==> config.mk <==
export PLATFORM = sky130hd
export DESIGN_NAME = c3f_mac_flat
export DESIGN_NICKNAME = d
export VERILOG_FILES = /design/src/rtl/c3f_pkg.sv /design/src/rtl/c3f_if.sv /design/src/rtl/c3f_mac.sv /design/src/flat_wrapper.sv
export SDC_FILE = /design/constraint.sdc
export NUM_CORES = 2
export LEC_CHECK = 0
export ABC_AREA = 1
export BUFFER_PORTS_ARGS = -buffer_cell sky130_fd_sc_hd__buf_2
export CAP_MARGIN = 20
export CORE_MARGIN = 4
export CORE_UTILIZATION = 50
export CTS_CLUSTER_SIZE = 20
export DETAILED_ROUTE_END_ITERATION = 8
export HOLD_SLACK_MARGIN = 0.08
export PLACE_DENSITY = 0.7
export SETUP_SLACK_MARGIN = 0.4
export SYNTH_ARGS = -nofsm -noshare
export SYNTH_HDL_FRONTEND = slang
export SYNTH_SLANG_ARGS = --single-unit
==> constraint.sdc <==
create_clock -name clock -period 8.2 [get_ports clock]
set_input_delay 0 -clock clock [delete_from_list [all_inputs] [get_ports clock]]
set_output_delay 0 -clock clock [all_outputs]
set_load 0.02 [all_outputs]
==> src/rtl/c3f_pkg.sv <==
// Shared types and constants of the 3x3 convolution filter.
package c3f_pkg;

   localparam int FRAC_BITS       = 12;
   localparam int PIX_MAX         = 255;
   localparam int KERNEL_SIZE     = 3;
   localparam int ROUND_HALF      = 1 << (FRAC_BITS - 1);
   localparam int COEF_ROW_WIDTH  = 60;
   localparam int IMG_WIDTH_BITS  = 11;
   localparam int IMG_HEIGHT_BITS = 16;
   localparam int OUT_COL_BITS    = 10;
   localparam int CSR_INDEX_WIDTH = 3;
   localparam int CSR_DATA_WIDTH  = COEF_ROW_WIDTH;
   localparam int RESULT_SLOTS    = 4;

   localparam logic [COEF_ROW_WIDTH-1:0]  COEF_TOP_RESET    = '0;
   localparam logic [COEF_ROW_WIDTH-1:0]  COEF_MID_RESET    = 60'h0_0001_0000_0000;
   localparam logic [COEF_ROW_WIDTH-1:0]  COEF_BOTTOM_RESET = '0;
   localparam logic [IMG_WIDTH_BITS-1:0]  IMG_WIDTH_RESET   = 11'd640;
   localparam logic [IMG_HEIGHT_BITS-1:0] IMG_HEIGHT_RESET  = 16'd480;

   typedef enum logic [CSR_INDEX_WIDTH-1:0] {
      CSR_COEF_TOP     = 3'd0,
      CSR_COEF_MID     = 3'd1,
      CSR_COEF_BOTTOM  = 3'd2,
      CSR_IMAGE_WIDTH  = 3'd3,
      CSR_IMAGE_HEIGHT = 3'd4
   } csr_index_type;

   typedef logic [7:0] pix_type;

   typedef struct packed {
      logic [OUT_COL_BITS-1:0]    column;
      logic [IMG_HEIGHT_BITS-1:0] row;
      logic                       run_last;
      logic                       frame_end;
   } meta_type;

   typedef struct packed {
      pix_type [KERNEL_SIZE-1:0][KERNEL_SIZE-1:0] taps;
      meta_type                                   meta;
   } tap_set_type;

endpackage

==> src/rtl/c3f_if.sv <==


interface c3f_rsp_if import c3f_pkg::*; ();
   logic                       valid;
   logic                       ready;
   pix_type                    pixel_out;
   logic [OUT_COL_BITS-1:0]    out_column;
   logic [IMG_HEIGHT_BITS-1:0] out_row;
   logic                       run_last;
   logic                       frame_end;

   modport source (output valid, output pixel_out, output out_column, output out_row,
                   output run_last, output frame_end, input ready);
   modport sink   (input valid, input pixel_out, input out_column, input out_row,
                   input run_last, input frame_end, output ready);
endinterface

==> src/rtl/c3f_mac.sv <==
// Multiply, sum, clamp and round pipeline with the output skid buffer.
module c3f_mac import c3f_pkg::*; #(
   parameter int COEF_WIDTH = 20
) (
   input  logic                                       clock,
   input  logic                                       reset,
   input  logic [KERNEL_SIZE-1:0][COEF_ROW_WIDTH-1:0] coef_rows,
   input  logic                                       iss_valid,
   output logic                                       iss_ready,
   input  tap_set_type                                iss_data,
   c3f_rsp_if.source                                  rsp_bus
);

   localparam int PW = COEF_WIDTH + 9;
   localparam int SW = PW + 2;
   localparam int TW = PW + 4;

   logic signed [COEF_WIDTH-1:0] cf [KERNEL_SIZE][KERNEL_SIZE];
   logic signed [PW-1:0]         pix_x, cf_x;
   logic signed [PW-1:0]         prod_in [KERNEL_SIZE][KERNEL_SIZE];
   logic signed [PW-1:0]         prod_ff [KERNEL_SIZE][KERNEL_SIZE];
   meta_type                     p_meta_ff;
   logic                         p_valid_ff;
   logic signed [SW-1:0]         sum_in [KERNEL_SIZE];
   logic signed [SW-1:0]         sum_ff [KERNEL_SIZE];
   meta_type                     q_meta_ff;
   logic                         q_valid_ff;
   logic signed [TW-1:0]         tot;
   pix_type                      res_pix;
   pix_type                      out_pix_ff, skid_pix_ff;
   meta_type                     out_meta_ff, skid_meta_ff;
   logic                         out_valid_ff, skid_valid_ff;
   logic                         out_room, q_ready, p_ready, q_take;

   assign out_room  = !skid_valid_ff;
   assign q_ready   = !q_valid_ff || out_room;
   assign p_ready   = !p_valid_ff || q_ready;
   assign iss_ready = p_ready;
   assign q_take    = q_valid_ff && out_room;

   always_comb begin
      pix_x = '0;
      cf_x  = '0;
      for (int ky = 0; ky < KERNEL_SIZE; ky++) begin
         for (int kx = 0; kx < KERNEL_SIZE; kx++) begin
            cf[ky][kx]      = coef_rows[ky][kx*COEF_WIDTH +: COEF_WIDTH];
            pix_x           = PW'({1'b0, iss_data.taps[ky][kx]});
            cf_x            = PW'(cf[ky][kx]);
            prod_in[ky][kx] = pix_x * cf_x;
         end
      end
   end

   // half an LSB of the result rides along in the middle row sum
   always_comb begin
      sum_in[0] = SW'(prod_ff[0][0]) + SW'(prod_ff[0][1]) + SW'(prod_ff[0][2]);
      sum_in[1] = SW'(prod_ff[1][0]) + SW'(prod_ff[1][1]) + SW'(prod_ff[1][2])
                  + SW'(ROUND_HALF);
      sum_in[2] = SW'(prod_ff[2][0]) + SW'(prod_ff[2][1]) + SW'(prod_ff[2][2]);
   end

   assign tot = TW'(sum_ff[0]) + TW'(sum_ff[1]) + TW'(sum_ff[2]);

   always_comb begin
      if (tot < TW'(ROUND_HALF)) begin
         res_pix = '0;
      end else if (tot > TW'((PIX_MAX << FRAC_BITS) + ROUND_HALF)) begin
         res_pix = pix_type'(PIX_MAX);
      end else begin
         res_pix = tot[FRAC_BITS +: 8];
      end
   end

   always_ff @(posedge clock) begin
      if (reset) begin
         p_valid_ff    <= 1'b0;
         q_valid_ff    <= 1'b0;
         out_valid_ff  <= 1'b0;
         skid_valid_ff <= 1'b0;
      end else begin
         if (p_ready) begin
            p_valid_ff <= iss_valid;
         end
         if (q_ready) begin
            q_valid_ff <= p_valid_ff;
         end
         if (!out_valid_ff || rsp_bus.ready) begin
            out_valid_ff  <= skid_valid_ff || q_take;
            skid_valid_ff <= 1'b0;
         end else if (q_take) begin
            skid_valid_ff <= 1'b1;
         end
      end
   end

   always_ff @(posedge clock) begin
      if (p_ready && iss_valid) begin
         prod_ff   <= prod_in;
         p_meta_ff <= iss_data.meta;
      end
      if (q_ready && p_valid_ff) begin
         sum_ff    <= sum_in;
         q_meta_ff <= p_meta_ff;
      end
      if (!out_valid_ff || rsp_bus.ready) begin
         out_pix_ff  <= skid_valid_ff ? skid_pix_ff : res_pix;
         out_meta_ff <= skid_valid_ff ? skid_meta_ff : q_meta_ff;
      end else if (q_take) begin
         skid_pix_ff  <= res_pix;
         skid_meta_ff <= q_meta_ff;
      end
   end

   assign rsp_bus.valid      = out_valid_ff;
   assign rsp_bus.pixel_out  = out_pix_ff;
   assign rsp_bus.out_column = out_meta_ff.column;
   assign rsp_bus.out_row    = out_meta_ff.row;
   assign rsp_bus.run_last   = out_meta_ff.run_last;
   assign rsp_bus.frame_end  = out_meta_ff.frame_end;

endmodule

==> src/flat_wrapper.sv <==
// flat-port wrapper written by rule: the top's interface ports become plain ports
module c3f_mac_flat import c3f_pkg::*;
#(
   parameter int COEF_WIDTH = 20
)
  (clock, reset, coef_rows, iss_valid, iss_ready, iss_data, rsp_bus_valid, rsp_bus_pixel_out, rsp_bus_out_column, rsp_bus_out_row, rsp_bus_run_last, rsp_bus_frame_end, rsp_bus_ready);
  c3f_rsp_if rsp_bus_i ();
  input  logic clock;
  input  logic reset;
  input  logic [KERNEL_SIZE-1:0][COEF_ROW_WIDTH-1:0] coef_rows;
  input  logic iss_valid;
  output logic iss_ready;
  input  tap_set_type iss_data;
  output wire logic [$bits(rsp_bus_i.valid)-1:0] rsp_bus_valid;
  output wire logic [$bits(rsp_bus_i.pixel_out)-1:0] rsp_bus_pixel_out;
  output wire logic [$bits(rsp_bus_i.out_column)-1:0] rsp_bus_out_column;
  output wire logic [$bits(rsp_bus_i.out_row)-1:0] rsp_bus_out_row;
  output wire logic [$bits(rsp_bus_i.run_last)-1:0] rsp_bus_run_last;
  output wire logic [$bits(rsp_bus_i.frame_end)-1:0] rsp_bus_frame_end;
  input wire logic [$bits(rsp_bus_i.ready)-1:0] rsp_bus_ready;
  assign rsp_bus_valid = rsp_bus_i.valid;
  assign rsp_bus_pixel_out = rsp_bus_i.pixel_out;
  assign rsp_bus_out_column = rsp_bus_i.out_column;
  assign rsp_bus_out_row = rsp_bus_i.out_row;
  assign rsp_bus_run_last = rsp_bus_i.run_last;
  assign rsp_bus_frame_end = rsp_bus_i.frame_end;
  assign rsp_bus_i.ready = rsp_bus_ready;
  c3f_mac #(.COEF_WIDTH(COEF_WIDTH)) u_core (.clock(clock), .reset(reset), .coef_rows(coef_rows), .iss_valid(iss_valid), .iss_ready(iss_ready), .iss_data(iss_data), .rsp_bus(rsp_bus_i));
endmodule
======== After elaboration in Yosys (flattened, before gate mapping) ========
Index checks and enable logic that the tools add are counted.
cells by class
  $add $sub $neg .......................... 9
  multipliers ............................. 9
  order comparisons ....................... 2
  multiplexer cells ....................... 4
  bitwise gates (word level) .............. 1
  reduce and logical (&&, ||, !) cells .... 13
operators by type and width
  operator                count
  $mul 9x20->29           9
  $add 30x29->31          3
  $add 29x29->30          3
  $add 32x31->33          1
  $gt 33x21->1 const B    1
  $lt 33x13->1 const B    1
  $add 31x31->32          1
  $add 31x13->31 const B  1
  $mux 28                 1
  $mux 8                  3
  $logic_not 1->1         4
  $logic_or 1x1->1        4
  $logic_and 1x1->1       3
  $reduce_and 2->1        1
  $reduce_or 2->1         1
  $not 1->1               1
word-level totals
  flip-flop bits (word level) ............. 486
  output and inout port bits .............. 38
  logic and storage cells ................. 72

======== Logic depth before layout (Yosys ltp) ========
  word-level depth ........................ 6
  gate-level depth with buffers ........... 27
  mapped depth without buffers ............ 26

======== Worst setup path after synthesis ========
Ideal clock, no wire load.
  path type ............................... reg-to-reg
  start ................................... register u_core.skid_valid_ff
  end ..................................... register u_core.p_meta_ff[0] (netlist bit), enable pin
  data arrival time ....................... 6.309 ns
  path slack .............................. 1.252 ns
  cell stages (with the launch flop) ...... 6
  cell sequence ........................... dfxtp_1 > nand2_1 > inv_1 > nand2_1 > nand2_1 > inv_1
on the way
  word-level cells in the longest chain between the ends .. 4
RTL lines
  element                 line                source
  from (decl)             c3f_mac.sv:32       logic out_valid_ff, skid_valid_ff;
  from (signal assigned)  c3f_mac.sv:79       skid_valid_ff <= 1'b0;
  from (signal assigned)  c3f_mac.sv:89       skid_valid_ff <= 1'b0;
  from (signal assigned)  c3f_mac.sv:91       skid_valid_ff <= 1'b1;
  $logic_not 1->1         c3f_mac.sv:35       assign out_room = !skid_valid_ff;
  $logic_or 1x1->1        c3f_mac.sv:36       assign q_ready = !q_valid_ff || out_room;
  $logic_or 1x1->1        c3f_mac.sv:37       assign p_ready = !p_valid_ff || q_ready;
  net iss_ready           flat_wrapper.sv:12  output logic iss_ready;
  $logic_and 1x1->1       c3f_mac.sv:97       if (p_ready && iss_valid) begin
  to (signal assigned)    c3f_mac.sv:99       p_meta_ff <= iss_data.meta;
  to (decl)               c3f_mac.sv:22       meta_type p_meta_ff;
The timed path passes the listed nets, and every way through them passes these cells.
A chain may end at the register's enable or synchronous reset.

==> run metrics <==
RR Startpoint u_core.sum_ff[1]; Cell Chain, Critical Path dlygate4sd3_1 > buf_2 > nand2_1 > inv_1 > fa_1 > fa_1 > inv_1 > fa_1 > fa_1 > inv_1 > ha_1 > nand2_1 > o21ai_0 > a21oi_1 > o21ai_0 > a21boi_0 > o21ai_2 > nand2_1 > nand2_1 > xor2_1; final setup fails 0; 1st-iter DRT viols 3806; count of cell types in the netlist 50; data required time of the worst path slightly below 9 ns; Rel. slew slack 0.360; Synth Area in Compound Gates 0.0494; Num CTS Buffers 54; HP Class in2reg; DP Area 79800 sq um; setup slack, reg-to-reg roughly 4.3 ns; crit share post-route 0.537; adder-cell share of the synthesized area 0.435; CTS root buf clkbuf_16; fin crit period 4.41 ns; Yosys warnings 0; CP Max Fanout 8; final hold violations 0; GP Congestion about 0.9; share of layout cells above drive strength 1 0.0500; status finished, final reports clean; first-pass GRT wire length 299000 um; DRC violations left 0; Worst Path Arrival slightly below 5 ns; nets about 12000; Cell Rows about 140; simple-gate share of the synthesized area 0.136; syn avg cell area around 8.4 sq um; CTS H-tree lvls 2; global-route usage over all layers 0.227; worst-margin pin slew 0.960 ns; Largest delay share family, worst path adder cells; Area growth syn-to-layout 7.03%; Finished Cell Area just over 80000 sq um; Mapped Nets between 10000 and 15000; CTS tree yes; die footprint between 150000 and 200000 sq um; number of global-route vias before repair between 50000 and 60000; register area share after synthesis 0.189; Post-Syn Instances slightly above 9000; Antenna Nets Post-Route 0; routed wire length per instance about 16 um; initial antenna violation count 38; largest family of logic cells by synthesized area adder cells; Crit. End Element flop; Port Buffers around 320; RSZ-0062 raised after global routing false; final global-route overflow total 0; Die W 401 um; fraction of synthesized area in multiplexers 0; Mapped Area between 70000 and 80000 sq um; Via density approximately 5.0; Slew Viols, Final 0; Hold EP u_core.p_meta_ff[24]; type of origin of the critical path input pin; Slowest-stage cell, CP dlygate4sd3_1; DR pass1 iterations 6; Post-DP HPWL approximately 150000 um; die height approximately 400 um; Initial Utilization 0.505; I/O pins 322; Worst-path clk slew roughly 0.06 ns; setup_tns 0 ns; hold_sp iss_valid; Yosys reg bits roughly 490; Worst-Skew Late Latency between 0.6 and 0.7 ns; Critical Path Max Stage Delay between 0.5 and 0.6 ns; Max Clk Rate roughly 0.23 GHz; R2R depth 21; via count approximately 57000; largest net degree at the start of global routing between 100 and 150; Hold Crit Depth 3; WP buf/inv 5; Max-Cap Viols 0; worst setup path class in2reg; final setup skew about 0.03 ns; overall routed net length 180000 um; core box area 153000 sq um; Clock Path Buffers 3; Reg-to-Reg End u_core.rsp_bus.pixel_out[7]; Synth Area in XOR/XNOR 0.0379; clk sink count roughly 490
## cell usage in the layout, fill, tap and decap left out, types with 17 or more instances in the layout
| cell | instances |
|---|---|
| a21o_1 | 26 |
| fa_1 | 1256 |
| inv_1 | 2745 |
| nand2_2 | 17 |
| diode_2 | 18 |
| o21bai_1 | 19 |
| nand4_1 | 42 |
| o21ai_0 | 149 |
| xor2_1 | 199 |
| a31oi_1 | 41 |
| edfxtp_1 | 482 |
| xnor2_1 | 133 |
| clkbuf_16 | 54 |
| nor2_1 | 192 |
| ha_1 | 668 |
| a21oi_1 | 344 |
| nand2_1 | 2186 |
| buf_2 | 321 |
| nand3_1 | 137 |
| o21ai_1 | 18 |
| o211ai_1 | 19 |
| nor3_1 | 38 |
| dlygate4sd3_1 | 84 |
## how the worst max path moves through the flow
stage,startpoint,to,slack [ns],cells past startpoint
global placement,iss_data[84],u_core.prod_ff[54],3.36,19
finish,coef_rows[141],u_core.prod_ff[54],3.79,20
detailed placement,iss_data[84],u_core.prod_ff[54],3.23,19
global route,coef_rows[141],u_core.prod_ff[54],3.46,20
CTS,coef_rows[81],u_core.prod_ff[142],3.85,22
floorplan,u_core.skid_valid_ff,u_core.p_meta_ff[0],1.25,5
## cells by family (layout without fill, tap and decap cells)
kind of cell,after synthesis,count (layout)
xor+xnor,333,333
simple gates,2656,2656
fa+ha+maj,1924,1924
buf+inv,3086,3261
other cells,0,18
compound gates,680,680
flops,486,486
## layout make-up
class / instances / area [sq um]
multi-input cells: 5593 / 50700
inverters: 2753 / 10300
fillers: 13876 / 70100
clock inverters: 34 / 384
well taps: 2030 / 2540
repair buffers: 412 / 2530
clock buffers: 62 / 1380
flip-flops and latches: 486 / 14600
diodes: 18 / 45.0
## flip-flops by register name, summed over array words and instances (netlist names)
name	count
u_core.sum_ff	93
u_core.skid_valid_ff	1
u_core.rsp_bus.out_column	10
u_core.rsp_bus.valid	1
u_core.q_meta_ff	28
u_core.skid_pix_ff	8
u_core.skid_meta_ff	28
u_core.rsp_bus.run_last	1
u_core.rsp_bus.frame_end	1
u_core.rsp_bus.out_row	16
u_core.rsp_bus.pixel_out	8
u_core.p_valid_ff	1
u_core.p_meta_ff	28
u_core.q_valid_ff	1
u_core.prod_ff	261
## repair_timing
item,CTS,global route
resized for setup,0,0
setup buffers,0,0
hold endpoints to repair,103,0
hold buffers,84,0
## routing by layer
layer | track usage | part of all wire | routed length (um) | vias to the layer above
met4 | 0.0584 | 0.026 | 4640 | 20
met1 | 0.309 | 0.42 | 76300 | 27864
li1 | - | - | - | 27114
met5 | 0 | 0.00066 | 118 | -
met2 | 0.382 | 0.48 | 86700 | 1626
met3 | 0.0347 | 0.067 | 12000 | 269
## metrics by stage
step	hold WS (ns)	utilization	setup WS (ns)	instances
detailed placement	0.179	0.523	3.23	11189
floorplan	0.0691	-	1.25	9165
CTS	0.0821	0.540	3.85	11369
finish	0.102	0.541	3.79	11388
global placement	0.178	0.523	3.36	11189
global route	0.116	0.541	3.46	11386
## tightest hold or removal path: cells and delay by family
family / cells / cell delay, ns
AND/OR/NAND/NOR: 1 / 0.19
buffers and inverters: 2 / 0.30
## synth_stat cells, drive strengths merged
| cell | number | area share |
|---|---|---|
| inv | 2753 | 0.13 |
| nand2 | 2205 | 0.11 |
| fa | 1256 | 0.33 |
| ha | 668 | 0.11 |
| edfxtp | 482 | 0.19 |
| a21oi | 349 | 0.023 |
| clkbuf | 331 | 0.019 |
| nor2 | 201 | 0.010 |
| xor2 | 200 | 0.023 |
| o21ai | 169 | 0.011 |
| nand3 | 141 | 0.0094 |
| xnor2 | 133 | 0.015 |
| nor3 | 43 | 0.0031 |
| nand4 | 42 | 0.0034 |
| a31oi | 41 | 0.0033 |
| a21o | 26 | 0.0025 |
| o211ai | 20 | 0.0020 |
| o21bai | 19 | 0.0019 |
| a21boi | 17 | 0.0017 |
| nor4 | 15 | 0.0012 |
| a211oi | 12 | 0.0012 |
| o21a | 7 | 0.00068 |
| o221ai | 6 | 0.00068 |
| dfxtp | 4 | 0.0010 |
| o31ai | 4 | 0.00039 |
| a221oi | 3 | 0.00034 |
| and2 | 3 | 0.00024 |
| nand3b | 3 | 0.00029 |
| o31a | 3 | 0.00034 |
| buf | 2 | 0.00021 |
| nor3b | 2 | 0.00019 |
| a31o | 1 | 0.00011 |
| and3 | 1 | 0.000081 |
| o2111ai | 1 | 0.00011 |
| o221a | 1 | 0.00015 |
| o311ai | 1 | 0.00011 |
Power is left out: the tool's default activity adds up to more than one toggle a clock period on the data nets, which glitch-free logic cannot reach.
